### config.mk
export PLATFORM = sky130hd
export DESIGN_NAME = atan2_poly_approx
export DESIGN_NICKNAME = d
export VERILOG_FILES = /design/src/rtl/core/atan2pa_pkg.sv /design/src/rtl/core/atan2pa_div.sv /design/src/rtl/core/atan2_poly_approx.sv
export VERILOG_INCLUDE_DIRS = /design/src /design/src/rtl/core
export SDC_FILE = /design/constraint.sdc
export NUM_CORES = 2
export LEC_CHECK = 0
export BUFFER_PORTS_ARGS = -buffer_cell sky130_fd_sc_hd__buf_4
export CAP_MARGIN = 20
export CORE_MARGIN = 2
export CORE_UTILIZATION = 45
export DETAILED_ROUTE_END_ITERATION = 7
export PLACE_DENSITY = 0.56
export SYNTH_ARGS = -nofsm -noshare
export SYNTH_HDL_FRONTEND = slang
export SYNTH_SLANG_ARGS = --single-unit
### constraint.sdc
create_clock -name i_clk -period 9.1 [get_ports i_clk]
set_clock_uncertainty 0.1 [all_clocks]
set_input_delay 1.365 -clock i_clk [delete_from_list [all_inputs] [get_ports i_clk]]
set_output_delay 1.365 -clock i_clk [all_outputs]
set_load 0.05 [all_outputs]
### src/rtl/core/atan2_poly_approx_assert.svh
// assertion macros shared by the atan2 approximation rtl
`ifndef ATAN2_POLY_APPROX_ASSERT_SVH
`define ATAN2_POLY_APPROX_ASSERT_SVH

// same-cycle implication, checked outside reset
`define A2P_ASSERT_NOW(lbl, clk, rstn, ante, cons, msg) \
    lbl: assert property (@(posedge clk) disable iff (!(rstn)) (ante) |-> (cons)) \
        else $error(msg);

// next-cycle implication, checked outside reset
`define A2P_ASSERT_NEXT(lbl, clk, rstn, ante, cons, msg) \
    lbl: assert property (@(posedge clk) disable iff (!(rstn)) (ante) |=> (cons)) \
        else $error(msg);

`endif

### src/rtl/core/atan2pa_pkg.sv
`timescale 1ns / 1ps

package atan2pa_pkg;

    localparam int IN_WIDTH_DEF        = 16;
    localparam int ANGLE_FRAC_BITS_DEF = 13;

    // output angle width is fixed, wider formats wrap
    localparam int ANGLE_W = 16;

    // ratio in Q0.16 with one integer bit so that 1.0 fits
    localparam int QUO_W = 17;

    localparam logic [16:0] Q16_ONE = 17'h10000;
    localparam logic [14:0] COEF_C1 = 15'd21471;
    localparam logic [13:0] COEF_C2 = 14'd10441;
    localparam logic [11:0] COEF_C3 = 12'd3047;

    // pi with 60 fraction bits
    localparam logic [63:0] PI_Q60 = 64'h3243F6A8885A308D;

    // octant reflection flags that ride along with each transaction
    typedef struct packed {
        logic swap;
        logic xneg;
        logic yneg;
        logic zero;
    } t_oct_flags;

endpackage

### src/rtl/core/atan2pa_div.sv
`timescale 1ns / 1ps
`include "atan2_poly_approx_assert.svh"

module atan2pa_div
    import atan2pa_pkg::*;
#(
    parameter int NUM_W = IN_WIDTH_DEF
) (
    input  logic             i_clk,
    input  logic             i_rst_n,
    input  logic             i_valid,
    output logic             o_ready,
    input  logic [NUM_W-1:0] i_num,
    input  logic [NUM_W-1:0] i_den,
    input  t_oct_flags       i_oct,
    output logic             o_valid,
    input  logic             i_ready,
    output logic [QUO_W-1:0] o_quo,
    output t_oct_flags       o_oct
);

    // one quotient bit per stage, msb first
    localparam int STG = QUO_W;

    logic [STG-1:0]   r_v;
    logic [NUM_W-1:0] r_rem [STG];
    logic [NUM_W-1:0] r_den [STG];
    logic [QUO_W-1:0] r_q   [STG];
    t_oct_flags       r_oct [STG];

    logic [NUM_W-1:0] n_rem [STG];
    logic [QUO_W-1:0] n_q   [STG];
    logic [NUM_W:0]   w_shift [STG];
    logic [NUM_W-1:0] w_den   [STG];
    logic [QUO_W-1:0] w_qprev [STG];
    t_oct_flags       w_oct   [STG];
    logic [STG-1:0]   w_ge;
    logic [STG-1:0]   w_adv;
    logic [STG-1:0]   w_vin;

    for (genvar k = 0; k < STG; k++) begin : g_stg
        if (k == 0) begin : g_first
            // numerator never exceeds the denominator, so no shift ahead of the top bit
            assign w_shift[k] = {1'b0, i_num};
            assign w_den[k]   = i_den;
            assign w_qprev[k] = '0;
            assign w_oct[k]   = i_oct;
        end else begin : g_next
            assign w_shift[k] = {r_rem[k-1], 1'b0};
            assign w_den[k]   = r_den[k-1];
            assign w_qprev[k] = r_q[k-1];
            assign w_oct[k]   = r_oct[k-1];
        end
        assign w_ge[k]  = w_shift[k] >= {1'b0, w_den[k]};
        assign n_q[k]   = w_qprev[k] | (QUO_W'(w_ge[k]) << (QUO_W - 1 - k));
        assign n_rem[k] = w_ge[k] ? NUM_W'(w_shift[k] - {1'b0, w_den[k]})
                                  : NUM_W'(w_shift[k]);
    end

    // a stage moves when it is empty or the one after it moves
    always_comb begin
        w_adv[STG-1] = !r_v[STG-1] || i_ready;
        for (int k = STG - 2; k >= 0; k--) begin
            w_adv[k] = !r_v[k] || w_adv[k+1];
        end
    end

    assign w_vin = {r_v[STG-2:0], i_valid};

    always_ff @(posedge i_clk) begin
        if (!i_rst_n) begin
            r_v <= '0;
        end else begin
            for (int k = 0; k < STG; k++) begin
                if (w_adv[k]) begin
                    r_v[k] <= w_vin[k];
                end
            end
        end
    end

    always_ff @(posedge i_clk) begin
        for (int k = 0; k < STG; k++) begin
            if (w_adv[k]) begin
                r_rem[k] <= n_rem[k];
                r_den[k] <= w_den[k];
                r_q[k]   <= n_q[k];
                r_oct[k] <= w_oct[k];
            end
        end
    end

    assign o_ready = w_adv[0];
    assign o_valid = r_v[STG-1];
    assign o_quo   = r_q[STG-1];
    assign o_oct   = r_oct[STG-1];

    `A2P_ASSERT_NEXT(a_div_enter, i_clk, i_rst_n, i_valid && o_ready, r_v[0],
        "accepted transaction did not enter the divider")

    `A2P_ASSERT_NOW(a_div_quo_max, i_clk, i_rst_n, o_valid && !o_oct.zero,
        o_quo <= Q16_ONE, "ratio above one")

    for (genvar k = 0; k < STG; k++) begin : g_chk
        `A2P_ASSERT_NOW(a_div_rem, i_clk, i_rst_n, r_v[k] && !r_oct[k].zero,
            r_rem[k] < r_den[k], "partial remainder not below divisor")
    end

endmodule

### src/rtl/core/atan2_poly_approx.sv
`timescale 1ns / 1ps
`include "atan2_poly_approx_assert.svh"

// atan2_poly_approx: angle of a signed (x, y) vector in radians, signed with
// ANGLE_FRAC_BITS fraction bits (Q2.13 by default, pi = 25736), 16 bits wide so
// wider angle formats wrap. The ratio min/max is formed in Q0.16 by a 17-stage
// restoring divider, then a seventh-order odd polynomial is run by Horner's rule
// and folded out by octant. The zero vector gives 0, the negative x axis gives
// +pi. A transaction can be accepted on every clock unless an output stall holds
// the pipeline; it has 1 magnitude stage, 17 divider stages, one per quotient bit,
// and 7 polynomial and fold stages. Stalls on the output hold
// every busy stage while empty stages upstream keep filling.
module atan2_poly_approx
    import atan2pa_pkg::*;
#(
    parameter int IN_WIDTH        = IN_WIDTH_DEF,
    parameter int ANGLE_FRAC_BITS = ANGLE_FRAC_BITS_DEF
) (
    input  logic                       i_clk,
    input  logic                       i_rst_n,
    input  logic                       i_valid,
    output logic                       o_ready,
    input  logic signed [IN_WIDTH-1:0] i_x_coord,
    input  logic signed [IN_WIDTH-1:0] i_y_coord,
    output logic                       o_valid,
    input  logic                       i_ready,
    output logic signed [ANGLE_W-1:0]  o_angle
);

    // pi and pi/2 rounded to nearest at the output scale, low bits kept
    localparam logic [ANGLE_W-1:0] PI_ANG =
        ANGLE_W'((PI_Q60 + (64'd1 << (59 - ANGLE_FRAC_BITS))) >> (60 - ANGLE_FRAC_BITS));
    localparam logic [ANGLE_W-1:0] HALF_PI_ANG =
        ANGLE_W'((PI_Q60 + (64'd1 << (60 - ANGLE_FRAC_BITS))) >> (61 - ANGLE_FRAC_BITS));

    // rescale shifts from Q0.16 to the output format
    localparam int SH_R = (ANGLE_FRAC_BITS < 16) ? 16 - ANGLE_FRAC_BITS : 1;
    localparam int SH_L = (ANGLE_FRAC_BITS >= 16) ? ANGLE_FRAC_BITS - 16 : 0;

    // stages after the divider: square, three horner steps, final multiply,
    // rescale, octant fold
    localparam int PST = 7;

    // magnitude stage
    logic                r_s0_v;
    logic [IN_WIDTH-1:0] r_s0_mn;
    logic [IN_WIDTH-1:0] r_s0_mx;
    t_oct_flags          r_s0_oct;

    logic [IN_WIDTH-1:0] w_xu;
    logic [IN_WIDTH-1:0] w_yu;
    logic [IN_WIDTH-1:0] w_ax;
    logic [IN_WIDTH-1:0] w_ay;
    logic [IN_WIDTH-1:0] w_one;
    logic                w_s0_adv;
    t_oct_flags          w_in_oct;

    // divider handshake
    logic                w_div_ready;
    logic                w_div_valid;
    logic [QUO_W-1:0]    w_div_quo;
    t_oct_flags          w_div_oct;

    // polynomial pipeline control
    logic [PST-1:0]      r_pv;
    logic [PST-1:0]      w_padv;
    logic [PST-1:0]      w_pvin;

    // polynomial pipeline payload
    logic [16:0]         r_a_p1, r_a_p2, r_a_p3, r_a_p4;
    logic [16:0]         r_s_p1, r_s_p2, r_s_p3;
    logic [13:0]         r_t1_p2;
    logic [14:0]         r_t2_p3;
    logic [16:0]         r_t3_p4;
    logic [16:0]         r_r_p5;
    logic [ANGLE_W-1:0]  r_sc_p6;
    logic [ANGLE_W-1:0]  r_angle;
    t_oct_flags          r_oct_p1, r_oct_p2, r_oct_p3, r_oct_p4, r_oct_p5, r_oct_p6;

    logic [33:0]         w_sq;
    logic [28:0]         w_p2;
    logic [30:0]         w_p3;
    logic [31:0]         w_p4;
    logic [33:0]         w_p5;
    logic [13:0]         n_t1;
    logic [14:0]         n_t2;
    logic [16:0]         n_t3;
    logic [17:0]         w_rnd;
    logic [31:0]         w_lsh;
    logic [ANGLE_W-1:0]  n_sc;
    logic [ANGLE_W-1:0]  n_angle;

    // ---------------------------------------------------------------
    // magnitudes and octant flags
    // ---------------------------------------------------------------
    assign w_xu  = $unsigned(i_x_coord);
    assign w_yu  = $unsigned(i_y_coord);
    assign w_one = {{(IN_WIDTH-1){1'b0}}, 1'b1};
    // most negative input maps to 2^(IN_WIDTH-1), which fits unsigned
    assign w_ax  = w_xu[IN_WIDTH-1] ? (~w_xu + w_one) : w_xu;
    assign w_ay  = w_yu[IN_WIDTH-1] ? (~w_yu + w_one) : w_yu;

    always_comb begin
        w_in_oct.swap = w_ay > w_ax;
        w_in_oct.xneg = w_xu[IN_WIDTH-1];
        w_in_oct.yneg = w_yu[IN_WIDTH-1];
        w_in_oct.zero = (w_ax == '0) && (w_ay == '0);
    end

    assign w_s0_adv = !r_s0_v || w_div_ready;
    assign o_ready  = w_s0_adv;

    always_ff @(posedge i_clk) begin
        if (!i_rst_n) begin
            r_s0_v <= 1'b0;
        end else if (w_s0_adv) begin
            r_s0_v <= i_valid;
        end
    end

    always_ff @(posedge i_clk) begin
        if (w_s0_adv) begin
            r_s0_mn  <= w_in_oct.swap ? w_ax : w_ay;
            r_s0_mx  <= w_in_oct.swap ? w_ay : w_ax;
            r_s0_oct <= w_in_oct;
        end
    end

    // ---------------------------------------------------------------
    // ratio min/max in Q0.16
    // ---------------------------------------------------------------
    atan2pa_div #(
        .NUM_W (IN_WIDTH)
    ) u_div (
        .i_clk   (i_clk),
        .i_rst_n (i_rst_n),
        .i_valid (r_s0_v),
        .o_ready (w_div_ready),
        .i_num   (r_s0_mn),
        .i_den   (r_s0_mx),
        .i_oct   (r_s0_oct),
        .o_valid (w_div_valid),
        .i_ready (w_padv[0]),
        .o_quo   (w_div_quo),
        .o_oct   (w_div_oct)
    );

    // ---------------------------------------------------------------
    // polynomial pipeline control, a stage moves when empty or draining
    // ---------------------------------------------------------------
    always_comb begin
        w_padv[PST-1] = !r_pv[PST-1] || i_ready;
        for (int k = PST - 2; k >= 0; k--) begin
            w_padv[k] = !r_pv[k] || w_padv[k+1];
        end
    end

    assign w_pvin = {r_pv[PST-2:0], w_div_valid};

    always_ff @(posedge i_clk) begin
        if (!i_rst_n) begin
            r_pv <= '0;
        end else begin
            for (int k = 0; k < PST; k++) begin
                if (w_padv[k]) begin
                    r_pv[k] <= w_pvin[k];
                end
            end
        end
    end

    // ---------------------------------------------------------------
    // datapath, at most one multiplier per stage
    // ---------------------------------------------------------------
    // s = a^2, at most 1.0
    assign w_sq = w_div_quo * w_div_quo;
    // t1 = C2 - C3*s
    assign w_p2 = COEF_C3 * r_s_p1;
    assign n_t1 = COEF_C2 - {1'b0, w_p2[28:16]};
    // t2 = C1 - s*t1
    assign w_p3 = r_s_p2 * r_t1_p2;
    assign n_t2 = COEF_C1 - w_p3[30:16];
    // t3 = 1 - s*t2
    assign w_p4 = r_s_p3 * r_t2_p3;
    assign n_t3 = Q16_ONE - {1'b0, w_p4[31:16]};
    // r = a*t3, first-octant angle in Q0.16
    assign w_p5 = r_a_p4 * r_t3_p4;

    // rescale: round half up when narrowing, exact shift when widening
    always_comb begin
        w_rnd = {1'b0, r_r_p5} + (18'd1 << (SH_R - 1));
        w_lsh = {15'd0, r_r_p5} << SH_L;
        if (ANGLE_FRAC_BITS < 16) begin
            n_sc = ANGLE_W'(w_rnd >> SH_R);
        end else begin
            n_sc = ANGLE_W'(w_lsh);
        end
    end

    // octant fold, all in modulo 2^16 so wrapped formats stay exact
    always_comb begin
        n_angle = r_sc_p6;
        if (r_oct_p6.swap) begin
            n_angle = HALF_PI_ANG - n_angle;
        end
        if (r_oct_p6.xneg) begin
            n_angle = PI_ANG - n_angle;
        end
        if (r_oct_p6.yneg) begin
            n_angle = ANGLE_W'(0) - n_angle;
        end
        if (r_oct_p6.zero) begin
            n_angle = '0;
        end
    end

    always_ff @(posedge i_clk) begin
        if (w_padv[0]) begin
            r_a_p1   <= w_div_quo;
            r_s_p1   <= w_sq[32:16];
            r_oct_p1 <= w_div_oct;
        end
        if (w_padv[1]) begin
            r_a_p2   <= r_a_p1;
            r_s_p2   <= r_s_p1;
            r_t1_p2  <= n_t1;
            r_oct_p2 <= r_oct_p1;
        end
        if (w_padv[2]) begin
            r_a_p3   <= r_a_p2;
            r_s_p3   <= r_s_p2;
            r_t2_p3  <= n_t2;
            r_oct_p3 <= r_oct_p2;
        end
        if (w_padv[3]) begin
            r_a_p4   <= r_a_p3;
            r_t3_p4  <= n_t3;
            r_oct_p4 <= r_oct_p3;
        end
        if (w_padv[4]) begin
            r_r_p5   <= w_p5[32:16];
            r_oct_p5 <= r_oct_p4;
        end
        if (w_padv[5]) begin
            r_sc_p6  <= n_sc;
            r_oct_p6 <= r_oct_p5;
        end
        if (w_padv[6]) begin
            r_angle  <= n_angle;
        end
    end

    assign o_valid = r_pv[PST-1];
    assign o_angle = $signed(r_angle);

    // ---------------------------------------------------------------
    // checks
    // ---------------------------------------------------------------
    `A2P_ASSERT_NEXT(a_top_enter, i_clk, i_rst_n, i_valid && o_ready, r_s0_v,
        "accepted transaction did not enter the magnitude stage")

    `A2P_ASSERT_NEXT(a_top_zero, i_clk, i_rst_n,
        r_pv[PST-2] && r_oct_p6.zero && w_padv[PST-1], o_angle == '0,
        "zero vector did not give a zero angle")

    `A2P_ASSERT_NOW(a_top_range, i_clk, i_rst_n,
        o_valid && (ANGLE_FRAC_BITS <= 13),
        (o_angle <= $signed(PI_ANG)) && (o_angle >= -$signed(PI_ANG)),
        "angle outside minus pi to pi")

endmodule
### After elaboration in Yosys (flattened, before gate mapping)

Memory sizes are Yosys's and may differ from the RTL's. A register that Yosys moved wholly into a read port is not among the register bits.
Cells that the tools add are included.

* shifts and indexed selects: 0
* add/sub/neg operators: 26
* divide/modulo/power cells: 0
* multiply operators: 5
* reduce and logical (&&, ||, !) cells: 53
* bitwise gates (word level): 18
* mux-type cells: 58
* $lt $le $gt $ge: 18
* equality and inequality tests: 0

Operators with widths (number)
* $mux 16: 24
* $ge 17x16->1: 16
* $sub 16x16->16: 17
* $mul 17x17->33: 2
* $mux 1: 34
* $add 16x1->16 const B: 2
* $logic_not 16->1: 2
* $mul 17x15->32: 1
* $not 16->16: 2
* $mul 17x14->31: 1
* $mul 12x17->29 const A: 1
* $logic_not 1->1: 25
* $logic_or 1x1->1: 25
* $add 17x3->18 const B: 1
* $or 17x1->17: 1
* $or 17x10->17: 1
* $or 17x11->17: 1
* $or 17x12->17: 1
* $or 17x13->17: 1
* $or 17x14->17: 1
* $or 17x15->17: 1
* $or 17x16->17: 1
* $or 17x2->17: 1
* $or 17x3->17: 1
* 15 further kinds: 15

* memory bits (read-only): 0
* bits in writable memories: 901
* register bits after elaboration: 294
* memories: 4
* bits of input ports: 36
* latch bits: 0

Memory list
* u_div.r_q: depth 17, width 17, read ports 17, clocked after memory_dff 0, wr ports 17, line atan2pa_div.sv:28 `logic [QUO_W-1:0] r_q [STG];`
* u_div.r_den: depth 17, width 16, read ports 16, clocked after memory_dff 0, wr ports 17, line atan2pa_div.sv:27 `logic [NUM_W-1:0] r_den [STG];`
* u_div.r_rem: depth 17, width 16, read ports 16, clocked after memory_dff 0, wr ports 17, line atan2pa_div.sv:26 `logic [NUM_W-1:0] r_rem [STG];`
* u_div.r_oct: depth 17, width 4, read ports 17, clocked after memory_dff 1, wr ports 17, line atan2pa_div.sv:29 `t_oct_flags r_oct [STG];`

### Depth between registers and ports, before layout

* depth in word-level cells: 27
* mapped depth: 30
* mapped depth without buffers: 29

### Modules after synthesis

From an unflattened synthesis, not the netlist that was laid out.

* cells, all modules: 7977
* area, all modules: 86002.5 µm²

Modules (own cells, without submodules)
* atan2_poly_approx: instances 1, seq. area each 8298.0 µm², cells each 4784, area an instance 47694.5 µm²
* atan2pa_div: instances 1, seq. area each 22351.4 µm², cells each 3193, area an instance 38308.0 µm²

### Worst setup path before layout

OpenSTA, ideal clock, no wires.

* path type: reg-to-reg
* start point: register r_t2_p3[8]
* end point: register r_t3_p4[15] (data pin)
* stages on the path, launching flop included: 25
* period minus slack after synthesis: 7.244 ns
* path buffers: 2
* data arrival time: 6.877 ns
* setup slack: 1.856 ns
* library setup time: 0.267 ns
* cells stage by stage: edfxtp_1 > clkbuf_1 > clkbuf_1 > nand2_1 > fa_1 > fa_1 > fa_1 > inv_1 > fa_1 > fa_1 > inv_1 > fa_1 > inv_1 > ha_1 > and4_4 > or3_1 > o22ai_2 > o31ai_1 > or2_4 > o211a_1 > or4_4 > a211o_1 > a31o_4 > a211oi_1 > nand3_1

* cells in the longest elaborated chain, start to end: 2

RTL lines
* from (decl): line atan2_poly_approx.sv:73 `logic [14:0] r_t2_p3;`
* from (signal assigned): line atan2_poly_approx.sv:232 `r_t2_p3 <= n_t2;`
* $mul 17x15->32: line atan2_poly_approx.sv:184 `assign w_p4 = r_s_p3 * r_t2_p3;`
* $sub 17x16->17: line atan2_poly_approx.sv:185 `assign n_t3 = Q16_ONE - {1'b0, w_p4[31:16]};`
* named net n_t3[15]: line atan2_poly_approx.sv:87 `logic [16:0] n_t3;`
* to (signal assigned): line atan2_poly_approx.sv:237 `r_t3_p4 <= n_t3;`
* to (decl): line atan2_poly_approx.sv:74 `logic [16:0] r_t3_p4;`

The timed path passes the listed nets, and every way through them passes these cells.
A chain may end at the register's enable or synchronous reset.

### Worst setup path in the final report

* start point: register r_t2_p3[5]
* end point: register r_t3_p4[15] (data pin)

Same word-level chain as after synthesis.

==> flow_metrics.py <==
metrics = {
    "routing": {
        "drt_iter0_markers": 2841,
        "wl_per_cell_um": 17.9,
        "drcViolationCount": 3,
        "vias": 53000,
        "routed_wl_mm": 186,
        "antenna_left": 0,
        "via_per_inst": 5.10,
        "dr.pass1.iters": 8,
    },
    "global_routing": {
        "grt_use_met3_pct": 1.92,
        "grt_pass1_wl_mm": 303,
        "gr-max-usage-layer": "met2",
        "grt_pass1_vias": 56200,
        "globalRouteTotalUtil_pct": 19.8,
        "grt.met2_usage_pct": 34.8,
        "grt_max_degree": 54,
        "antenna_found_initial": 1,
        "use_met1_pct": 25.6,
        "grt_overflow": 0,
    },
    "floorplan": {
        "die_area_um2": 193000,
        "coreArea_um2": 188000,
        "io_pins": 54,
        "start_util_pct": 45.3,
        "die_y_um": 439,
        "die_w_um": 439,
        "rows": 159,
    },
    "synthesis": {
        "ys_warn_count": 0,
        "yosys.area.top_type": "edfxtp_1",
        "yosysSeqAreaShare_pct": 36.0,
        "synth_area_leaders": "edfxtp_1, fa_1, ha_1, inv_1, nand2_1",
        "synth_edf_count": 1004,
        "synth.avg_cell_area_um2": 11.0,
        "ys_async_sr_fraction_pct": 0,
        "yosysMostFrequentCell": "inv_1",
        "synth_cell_types": 96,
        "syn_area_um2": 85100,
        "yosys-top-cells-count": "inv_1, edfxtp_1, fa_1, ha_1, nand2_1",
        "synth_fp_nets": 9459,
        "ys.flop_type": "edfxtp_1",
        "synth_top_area_share_pct": 35.4,
        "syn_inst": 7770,
        "synth-seq-cells": 1029,
    },
    "timing": {
        "fin_hold_ws_ps": 260,
        "tns_ps": 0,
        "finalHoldViolations": 0,
        "min_period_ps": 7850,
        "tightestPinTransition_ps": 964,
        "relSlewSlack_pct": 35.5,
        "final.period_utilization_pct": 86.3,
        "layout_setup_ws_ps": 1250,
        "rsz0062_at_grt": "false",
        "report.final.setup_viol": 0,
        "fmax_mhz": 127,
        "drv_slew": 0,
    },
    "layout": {
        "fill_cells": 17000,
        "syn2layout_area_growth_pct": 8.31,
        "multi_input_area_um2": 47800,
        "final_cells": 10400,
        "seqCellArea_um2": 30600,
        "n_antenna_cell": 0,
        "layout-drive-gt1-share_pct": 7.12,
        "layout.nets": 9486,
    },
    "critical_path": {
        "crit_end": "r_t3_p4[15]",
        "crit_arrival_ps": 8200,
        "worstPathMaxFanout": 17,
        "rr_worst_depth": 23,
        "critPathMaxStageDelay_ps": 630,
        "crit_path_start_kind": "flop",
        "startpoint": "r_t2_p3[5]",
        "r2r-start": "r_t2_p3[5]",
        "critPathKind": "reg2reg",
        "path_cells": "and2_1, fa_1, inv_1, fa_1, inv_1, fa_1, fa_1, fa_1, inv_1, fa_1, inv_1, ha_1, o21a_1, o21a_1, o2111ai_1, nor3_1, or2_4, o211a_1, nor3_1, o2111ai_1, and3_2, a211oi_1, nand3_1",
        "cp_common_cell": "fa_1",
        "required_ps": 9450,
        "r2r_setup_slack_ps": 1250,
        "cp-end-kind": "flop",
        "slowest_stage": "edfxtp_1",
        "regToRegEndpoint": "r_t3_p4[15]",
    },
    "hold_path": {
        "hold_path.class": "reg2reg",
        "holdCritStartpoint": "u_div.r_oct[9][3]",
    },
    "clock_tree": {
        "cts_resized": 0,
        "clock_sinks": 1029,
        "cts_buffers": 111,
        "cts.htree.levels": 3,
        "cts_setup_buffers": 0,
        "cts_tree": "built",
        "clk_latency_ps": 800,
        "clock_path_buffers": 3,
        "cts_root_buf": "clkbuf_16",
        "ctsHoldBuffers": 0,
        "clkTransAtPathRegs_ps": 60,
    },
    "placed_design": {
        "place_ws_ps": 1280,
        "hpwl_mm": 148,
        "dp_cells": 10200,
        "globalplace.congestion": 0.876,
        "port_buffers": 53,
    },
    "run_status": {
        "run_status": "finished, violations left",
        "violations": "design-rule violations",
    },
    "run": {
        "max_cap_violations": 0,
    },
}
worst min-delay path by stage:
| stage | endpoint | slack, ps | cells past startpoint |
|---|---|---|---|
| floorplan | r_a_p2[0] | 300 | 0 |
| global placement | r_a_p4[13] | 300 | 0 |
| detailed placement | r_a_p2[8] | 300 | 0 |
| CTS | u_div.r_oct[10][3] | 270 | 0 |
| global route | u_div.r_oct[10][3] | 280 | 0 |
| finish | u_div.r_oct[10][3] | 260 | 0 |
per-layer routing:
layer	share of wire [%]	wire, µm
met1	44	82400
met2	50	92700
met3	2.8	5280
met4	3.0	5500
met5	0.0070	13
critical path: cells and delay by family, from the launching register on:
family / cells / cell delay (ps)
compound gates: 6 / 1550
fa+ha+maj: 7 / 3460
buf+inv: 4 / 200
flops: 1 / 630
simple gates: 6 / 1610
logic make-up after synthesis:
logic type      share of synthesized area [%]
compound gates                           6.03
buf+inv                                  7.83
mux                                      3.45
flops                                    36.0
fa+ha+maj                                32.1
xor+xnor                                 3.46
simple gates                             11.2
cell usage in the layout, fill, tap and decap left out, drive strengths merged, types with 42 or more instances in the layout:
| cell type | count |
|---|---|
| a21boi | 73 |
| a21o | 42 |
| a21oi | 162 |
| and2 | 405 |
| buf | 103 |
| clkbuf | 136 |
| clkinv | 49 |
| edfxtp | 1004 |
| fa | 878 |
| ha | 775 |
| inv | 1563 |
| mux2 | 210 |
| mux2i | 57 |
| nand2 | 736 |
| nand3 | 70 |
| nand4 | 65 |
| nor2 | 315 |
| nor2b | 81 |
| nor3 | 86 |
| o21a | 49 |
| o21ai | 208 |
| or3 | 46 |
| xnor2 | 219 |
| xor2 | 115 |
layout make-up:
type | instances | area share (%)
Tap cell | 2495 | 3.39
Clock buffer | 136 | 3.19
Clock inverter | 73 | 1.05
Sequential cell | 1029 | 33.2
Inverter | 1562 | 6.36
Multi-Input combinational cell | 4990 | 51.9
Timing Repair Buffer | 103 | 0.866
sequential cells by signal (all words and copies together), names as in the netlist, 16 cells and up:
name and cells:
r_a_p4 17, r_s_p2 17, u_div.r_den 256, o_angle 16, u_div.r_v 17, r_s0_mx 16, r_s_p1 17, r_t3_p4 17
r_a_p3 17, r_a_p1 17, u_div.r_rem 256, u_div.r_oct 68, r_a_p2 17, r_s0_mn 16, u_div.r_q 153, r_s_p3 17
through the flow:
stage | util (%) | area, µm²
after global placement | 47.0 | 88200
final | 49.1 | 92200
after CTS | 49.1 | 92100
after floorplan | - | 85100
after global routing | 49.1 | 92200
after detailed placement | 47.0 | 88200
Power is not shown: default switching activity piles up to over one toggle a cycle in this logic, so the estimate is an artifact.
